<file path="config.mk">
export PLATFORM = sky130hd
export DESIGN_NAME = bcpe_ctrl
export DESIGN_NICKNAME = d
export VERILOG_FILES = /design/src/rtl/bcpe_pkg.sv /design/src/rtl/bcpe_ctrl.sv
export SDC_FILE = /design/constraint.sdc
export NUM_CORES = 1
export LEC_CHECK = 0
export BUFFER_PORTS_ARGS = -buffer_cell sky130_fd_sc_hd__buf_2
export CAP_MARGIN = 10
export CORE_MARGIN = 2
export CORE_UTILIZATION = 49
export CTS_BUF_LIST = sky130_fd_sc_hd__clkbuf_8
export DETAILED_ROUTE_END_ITERATION = 12
export PLACE_DENSITY = 0.71
export SYNTH_ARGS = -nofsm -noshare
export SYNTH_HDL_FRONTEND = slang
export SYNTH_SLANG_ARGS = --single-unit
</file>
<file path="constraint.sdc">
create_clock -name clk -period 2.8 [get_ports clk]
set_input_delay 0.42 -clock clk [delete_from_list [all_inputs] [get_ports clk]]
set_output_delay 0.42 -clock clk [all_outputs]
set_load 0.01 [all_outputs]
</file>
<file path="src/rtl/bcpe_pkg.sv">
// ----------------------------------------------------------------------------
// bcpe_pkg
// Shared types and constants of the Bezier curve point evaluator: item op
// codes, datapath command and status structs, register map.
// ----------------------------------------------------------------------------
package bcpe_pkg;

  typedef enum logic [1:0] {
    OP_WR_POINT  = 2'd0,
    OP_WR_WEIGHT = 2'd1,
    OP_WR_DUR    = 2'd2,
    OP_EVAL      = 2'd3
  } item_op_t;

  typedef enum logic [3:0] {
    CMD_NONE,
    CMD_LOAD,
    CMD_RD_DUR,
    CMD_DIV_INIT,
    CMD_TAU_ONE,
    CMD_DIV_STEP,
    CMD_TAU_Q,
    CMD_BAS_INIT,
    CMD_BAS_MUL,
    CMD_WB,
    CMD_RD_PT,
    CMD_MAG,
    CMD_PART,
    CMD_ACC,
    CMD_OUT,
    CMD_OUT_ZERO
  } dp_op_t;

  typedef struct packed {
    dp_op_t     op;
    logic       sel_tau;
    logic       axis;
    logic [1:0] part;
  } dp_cmd_t;

  typedef struct packed {
    logic seg_ok;
    logic time_ge_dur;
  } dp_status_t;

  localparam int          ORDER_W     = 3;
  localparam logic [2:0]  ORDER_RESET = 3'd5;
  localparam int          APB_AW      = 2;
  localparam int          APB_DW      = 32;

endpackage

</file>
<file path="src/rtl/bcpe_ctrl.sv">
// ----------------------------------------------------------------------------
// bcpe_ctrl
// Sequencer: walks divide, basis products and per-point terms, and owns
// the input and result handshakes.
// ----------------------------------------------------------------------------
module bcpe_ctrl #(
  parameter int MAX_POINTS = 8,
  parameter int FRAC_BITS  = 16
) (
  input  logic                          clk,
  input  logic                          rst_n,
  input  logic                          in_valid,
  output logic                          in_ready,
  input  logic [1:0]                    in_op,
  output logic                          out_valid,
  input  logic                          out_ready,
  input  logic [2:0]                    curve_order,
  input  bcpe_pkg::dp_status_t          status,
  output bcpe_pkg::dp_cmd_t             cmd,
  output logic [$clog2(MAX_POINTS)-1:0] j_idx
);
  import bcpe_pkg::*;

  localparam int IDX_W = $clog2(MAX_POINTS);
  localparam int DIV_W = $clog2(FRAC_BITS);

  typedef enum logic [3:0] {
    S_IDLE, S_CHK, S_DIVI, S_DCMP, S_DIV, S_DDONE, S_BINIT, S_BMUL,
    S_BWB, S_PRD, S_PA, S_PT, S_PACC, S_FIN
  } state_t;

  state_t           state_r;
  logic [IDX_W-1:0] j_r, last_j;
  logic [2:0]       k_r;
  logic [1:0]       pp_r;
  logic             ax_r;
  logic [DIV_W-1:0] div_r;
  logic             out_valid_r;
  logic             in_fire, fin_load;

  assign in_ready = (state_r == S_IDLE);
  assign in_fire  = in_valid && in_ready;
  assign fin_load = (state_r == S_FIN) && (!out_valid_r || out_ready);
  assign out_valid = out_valid_r;
  assign j_idx     = j_r;

  assign last_j = (32'(curve_order) + 1 > MAX_POINTS) ? IDX_W'(MAX_POINTS - 1)
                                                      : IDX_W'(curve_order);

  always_comb begin
    cmd.op      = CMD_NONE;
    cmd.sel_tau = 32'(k_r) < 32'(j_r);
    cmd.axis    = ax_r;
    cmd.part    = pp_r;
    case (state_r)
      S_IDLE:  cmd.op = in_fire ? CMD_LOAD : CMD_NONE;
      S_CHK:   cmd.op = CMD_RD_DUR;
      S_DIVI:  cmd.op = CMD_DIV_INIT;
      S_DCMP:  cmd.op = status.time_ge_dur ? CMD_TAU_ONE : CMD_NONE;
      S_DIV:   cmd.op = CMD_DIV_STEP;
      S_DDONE: cmd.op = CMD_TAU_Q;
      S_BINIT: cmd.op = CMD_BAS_INIT;
      S_BMUL:  cmd.op = CMD_BAS_MUL;
      S_BWB:   cmd.op = CMD_WB;
      S_PRD:   cmd.op = CMD_RD_PT;
      S_PA:    cmd.op = CMD_MAG;
      S_PT:    cmd.op = CMD_PART;
      S_PACC:  cmd.op = CMD_ACC;
      S_FIN: begin
        if (fin_load) begin
          cmd.op = status.seg_ok ? CMD_OUT : CMD_OUT_ZERO;
        end
      end
      default: cmd.op = CMD_NONE;
    endcase
  end

  always_ff @(posedge clk) begin
    if (!rst_n) begin
      state_r     <= S_IDLE;
      j_r         <= '0;
      k_r         <= '0;
      pp_r        <= '0;
      ax_r        <= 1'b0;
      div_r       <= '0;
      out_valid_r <= 1'b0;
    end else begin
      if (fin_load) begin
        out_valid_r <= 1'b1;
      end else if (out_ready) begin
        out_valid_r <= 1'b0;
      end
      case (state_r)
        S_IDLE: begin
          if (in_fire && in_op == OP_EVAL) begin
            state_r <= S_CHK;
          end
        end
        S_CHK:  state_r <= status.seg_ok ? S_DIVI : S_FIN;
        S_DIVI: state_r <= S_DCMP;
        S_DCMP: begin
          j_r   <= '0;
          div_r <= '0;
          state_r <= status.time_ge_dur ? S_BINIT : S_DIV;
        end
        S_DIV: begin
          div_r <= div_r + 1'b1;
          if (32'(div_r) == FRAC_BITS - 1) begin
            state_r <= S_DDONE;
          end
        end
        S_DDONE: state_r <= S_BINIT;
        S_BINIT: begin
          k_r     <= '0;
          state_r <= (curve_order == 3'd0) ? S_BWB : S_BMUL;
        end
        S_BMUL: begin
          k_r <= k_r + 1'b1;
          if (k_r == curve_order - 3'd1) begin
            state_r <= S_BWB;
          end
        end
        S_BWB: begin
          ax_r    <= 1'b0;
          state_r <= S_PRD;
        end
        S_PRD: state_r <= S_PA;
        S_PA: begin
          pp_r    <= '0;
          state_r <= S_PT;
        end
        S_PT: begin
          pp_r <= pp_r + 1'b1;
          if (pp_r == 2'd3) begin
            state_r <= S_PACC;
          end
        end
        S_PACC: begin
          if (!ax_r) begin
            ax_r    <= 1'b1;
            state_r <= S_PRD;
          end else if (j_r == last_j) begin
            state_r <= S_FIN;
          end else begin
            j_r     <= j_r + 1'b1;
            state_r <= S_BINIT;
          end
        end
        S_FIN: begin
          if (fin_load) begin
            state_r <= S_IDLE;
          end
        end
        default: state_r <= S_IDLE;
      endcase
    end
  end

`ifndef NO_ASSERTIONS
  a_pp_only_in_part: assert property (@(posedge clk) disable iff (!rst_n)
    (state_r != S_PT && state_r != S_PACC) |-> (pp_r == 2'd0 || state_r != S_PA))
    else $error("partial product counter out of step");

  a_j_in_range: assert property (@(posedge clk) disable iff (!rst_n)
    (state_r == S_BINIT || state_r == S_PACC) |-> (j_r <= last_j))
    else $error("point index beyond last point");

  a_k_below_order: assert property (@(posedge clk) disable iff (!rst_n)
    (state_r == S_BMUL) |-> (k_r < curve_order))
    else $error("basis exponent count overran order");

  a_fin_waits: assert property (@(posedge clk) disable iff (!rst_n)
    (state_r == S_FIN && out_valid_r && !out_ready) |=> (state_r == S_FIN))
    else $error("result overwritten while still pending");
`endif

endmodule

</file>
==> impl_metrics.env <==
export IMPL_post_cts_buffers=0
export IMPL_clockBufferDepth=2
export IMPL_cts_tree="done"
export IMPL_top_level_ports=24
export IMPL_synth_compound_area_share_pct=22.5
export IMPL_muxShareOfSynthArea_pct=2.91
export IMPL_worstMarginPinSlew_ns=0.702
export IMPL_grt_pass1_vias=1199
export IMPL_cap_violations=0
export IMPL_cts_sinks=18
export IMPL_status="completed"
export IMPL_synth_cell_types=47
export IMPL_ff2ff_path_depth=5
export IMPL_routed_via_density=5.85
export IMPL_stdcell_area_sq_mm=0.00151
export IMPL_synthTopCellsByArea="dfxtp_1 26%, ha_1 7.3%, nand2_1 4.1%, nor2b_1 4.1%, a21oi_1 3.6%"
export IMPL_syn_to_final_growth_pct=9.91
export IMPL_final_setup_skew_ns=0.00537
export IMPL_gr_total_overflow=0
export IMPL_drt_pass1_iter_count=4
export IMPL_routed_wirelength_microns=3050
export IMPL_antenna_found_initial=0
export IMPL_root_buffer="clkbuf_8"
export IMPL_io_buffers=23
export IMPL_worstHoldPathCells=2
export IMPL_cts_buffers=3
export IMPL_use_met2_pct=31.9
export IMPL_slew_violations=0
export IMPL_ctsResizeCount=0
export IMPL_coreArea_sq_mm=0.00271
export IMPL_required_ns=2.38
export IMPL_synth_adder_area_share_pct=7.27
export IMPL_cts_htree_levels=1
export IMPL_grt_met1_usage_pct=28.8
export IMPL_synthCells=170
export IMPL_grt_max_degree=24
export IMPL_fillers=291
export IMPL_drive_gt1_share_pct=18.8
export IMPL_power_density_mw_per_mm2=675
export IMPL_crit_fanout=19
export IMPL_yosysTopAreaCell="dfxtp_1"
export IMPL_finalPower_mw=1.02
export IMPL_busiest_layer="met2"
export IMPL_via_count=1270
export IMPL_gr_usage_all_layers_pct=20.4
export IMPL_synth_top_family_by_area="simple AND/OR/NAND/NOR gates"
export IMPL_post_route_period_util_pct=79.7
export IMPL_diodes=0
export IMPL_grt_pass1_wl_microns=5360
export IMPL_post_route_worst_setup_slack_ns=0.568
export IMPL_place_area_sq_mm=0.00146
export IMPL_period_minus_slack_ns=2.23
export IMPL_place_congestion=0.885
export IMPL_hold_viol=0
export IMPL_synth_avg_cell_area_sq_um=8.10
export IMPL_dieArea_sq_mm=0.00325
export IMPL_initial_core_util_pct=50.8
export IMPL_ir_worst_vdd_mv=0.414
export IMPL_finalNetCount=206
export IMPL_drc=0
export IMPL_chipWidth_microns=57
export IMPL_fin_tns_setup_ns=0
export IMPL_die_h_microns=57
export IMPL_synth_area_sq_mm=0.00138
export IMPL_p_leak_nw=0.631
export IMPL_critical_path_class="reg -> out"
export IMPL_setup_violations=0
export IMPL_synth_simple_area_share_pct=28.8
export IMPL_fmax_ghz=0.448
export IMPL_ys_async_sr_fraction_pct=0
export IMPL_synth_top_area_share_pct=26.2
export IMPL_rows=19
export IMPL_drtAntennaViolNets=0
export IMPL_hold_buffers=0
export IMPL_synth_ff_type="dfxtp_1"
export IMPL_ys_seq_elements=18
export IMPL_yosysWarnings=0
export IMPL_wire_per_inst_microns=14.1
export IMPL_synth_enable_flop_cells=0
export IMPL_synth_xor_area_share_pct=5.09
export IMPL_dp_slack_ns=0.737
export IMPL_endpoint_kind="primary output"
export IMPL_maxSlewHeadroom_pct=53.1
export IMPL_startpoint_type="flip-flop"
export IMPL_cp_arrival_ns=1.81
export IMPL_cts_clk_slew_worst_paths_ns=0.07
export IMPL_dpl_hpwl_microns=2270
export IMPL_grt_use_met3_pct=3.85
export IMPL_rsz0062_at_grt="false"
export IMPL_syn_num_nets=189
export IMPL_drtIter0Drc=42
export IMPL_hp_class="reg -> reg"
export IMPL_insertion_delay_ns=0.25
export IMPL_synth_seq_area_share_pct=26.2
## registers in the layout, summed over array words and instances (netlist names)
register,flops
div_r,4
j_idx,3
state_r,4
k_r,3
ax_r,1
pp_r,2
out_valid,1
## cell type report
type	count	area, sq um	share of cell area, %
Multi-Input combinational cell	134	917	60.6
Sequential cell	18	360	23.8
Timing Repair Buffer	23	115	7.61
Clock buffer	4	55.1	3.64
Tap cell	31	38.8	2.56
Inverter	7	26.3	1.74
## critical path: stages, from the launching register on
cell and delay (ns):
dfxtp_1 0.70, inv_1 0.24, nor2_1 0.18, o21ai_0 0.09, nand3_1 0.12, o31ai_1 0.08
buf_2 0.16
## layer usage
| metal | vias to the layer above | part of all wire [%] |
|---|---|---|
| met3 | 5 | 6.5 |
| li1 | 637 | - |
| met5 | - | 0 |
| met2 | 41 | 46 |
| met4 | 0 | 0.95 |
| met1 | 587 | 46 |
## Yosys cell counts (2+ instances only)
library cell  instances
nand2b_1              2
o21a_1                5
nand3_1               7
ha_1                  8
nor3b_1               2
o22ai_1               2
a21oi_1              10
mux2i_1               4
nor3_1                2
xnor2_1               5
nand3b_1              2
nand2_1              15
nand4_1               4
a22oi_1               2
nor2_1               12
o21ai_0               7
buf_6                 2
nand3_2               2
and3_1                3
buf_4                 4
clkbuf_1              4
xor2_1                3
dfxtp_1              18
inv_1                 7
a21boi_0              3
nor2b_1               9
and2_1                4
a21o_1                3
## layout by cell type, fill, tap and decap left out, drive strengths merged, types with 5 or more instances in the layout
cell type,count
nand3,9
dfxtp,18
ha,8
inv,7
xnor2,5
o21a,5
nor2,12
nand2,16
nor2b,10
buf,23
a21oi,10
o21ai,7
## power breakdown
group	total [mW]	internal [mW]	switching, mW
logic	0.417	0.191	0.226
clock network	0.215	0.125	0.0897
registers	0.389	0.282	0.107
## cells by family after synthesis
logic type / count (synthesis)
simple gates: 71
compound gates: 43
buf+inv: 18
flops: 18
xor+xnor: 8
fa+ha+maj: 8
mux: 4
## stage by stage
stage               hold WS [ns]  instances  utilization, %
floorplan                  0.469        170               -
global placement           0.478        213            53.8
detailed placement         0.478        213            53.8
CTS                        0.489        217            55.8
global route               0.527        217            55.8
finish                     0.484        217            55.8
## final timing paths
kind | startpoint | end | slack [ns]
setup / recovery | state_r[0] | cmd[6] | 0.57
hold reg to reg | pp_r[1] | pp_r[1] | 0.48
setup reg to reg | state_r[1] | state_r[0] | 0.78
hold / removal | pp_r[1] | pp_r[1] | 0.48
No activity file was read; power rests on OpenSTA's default activity.
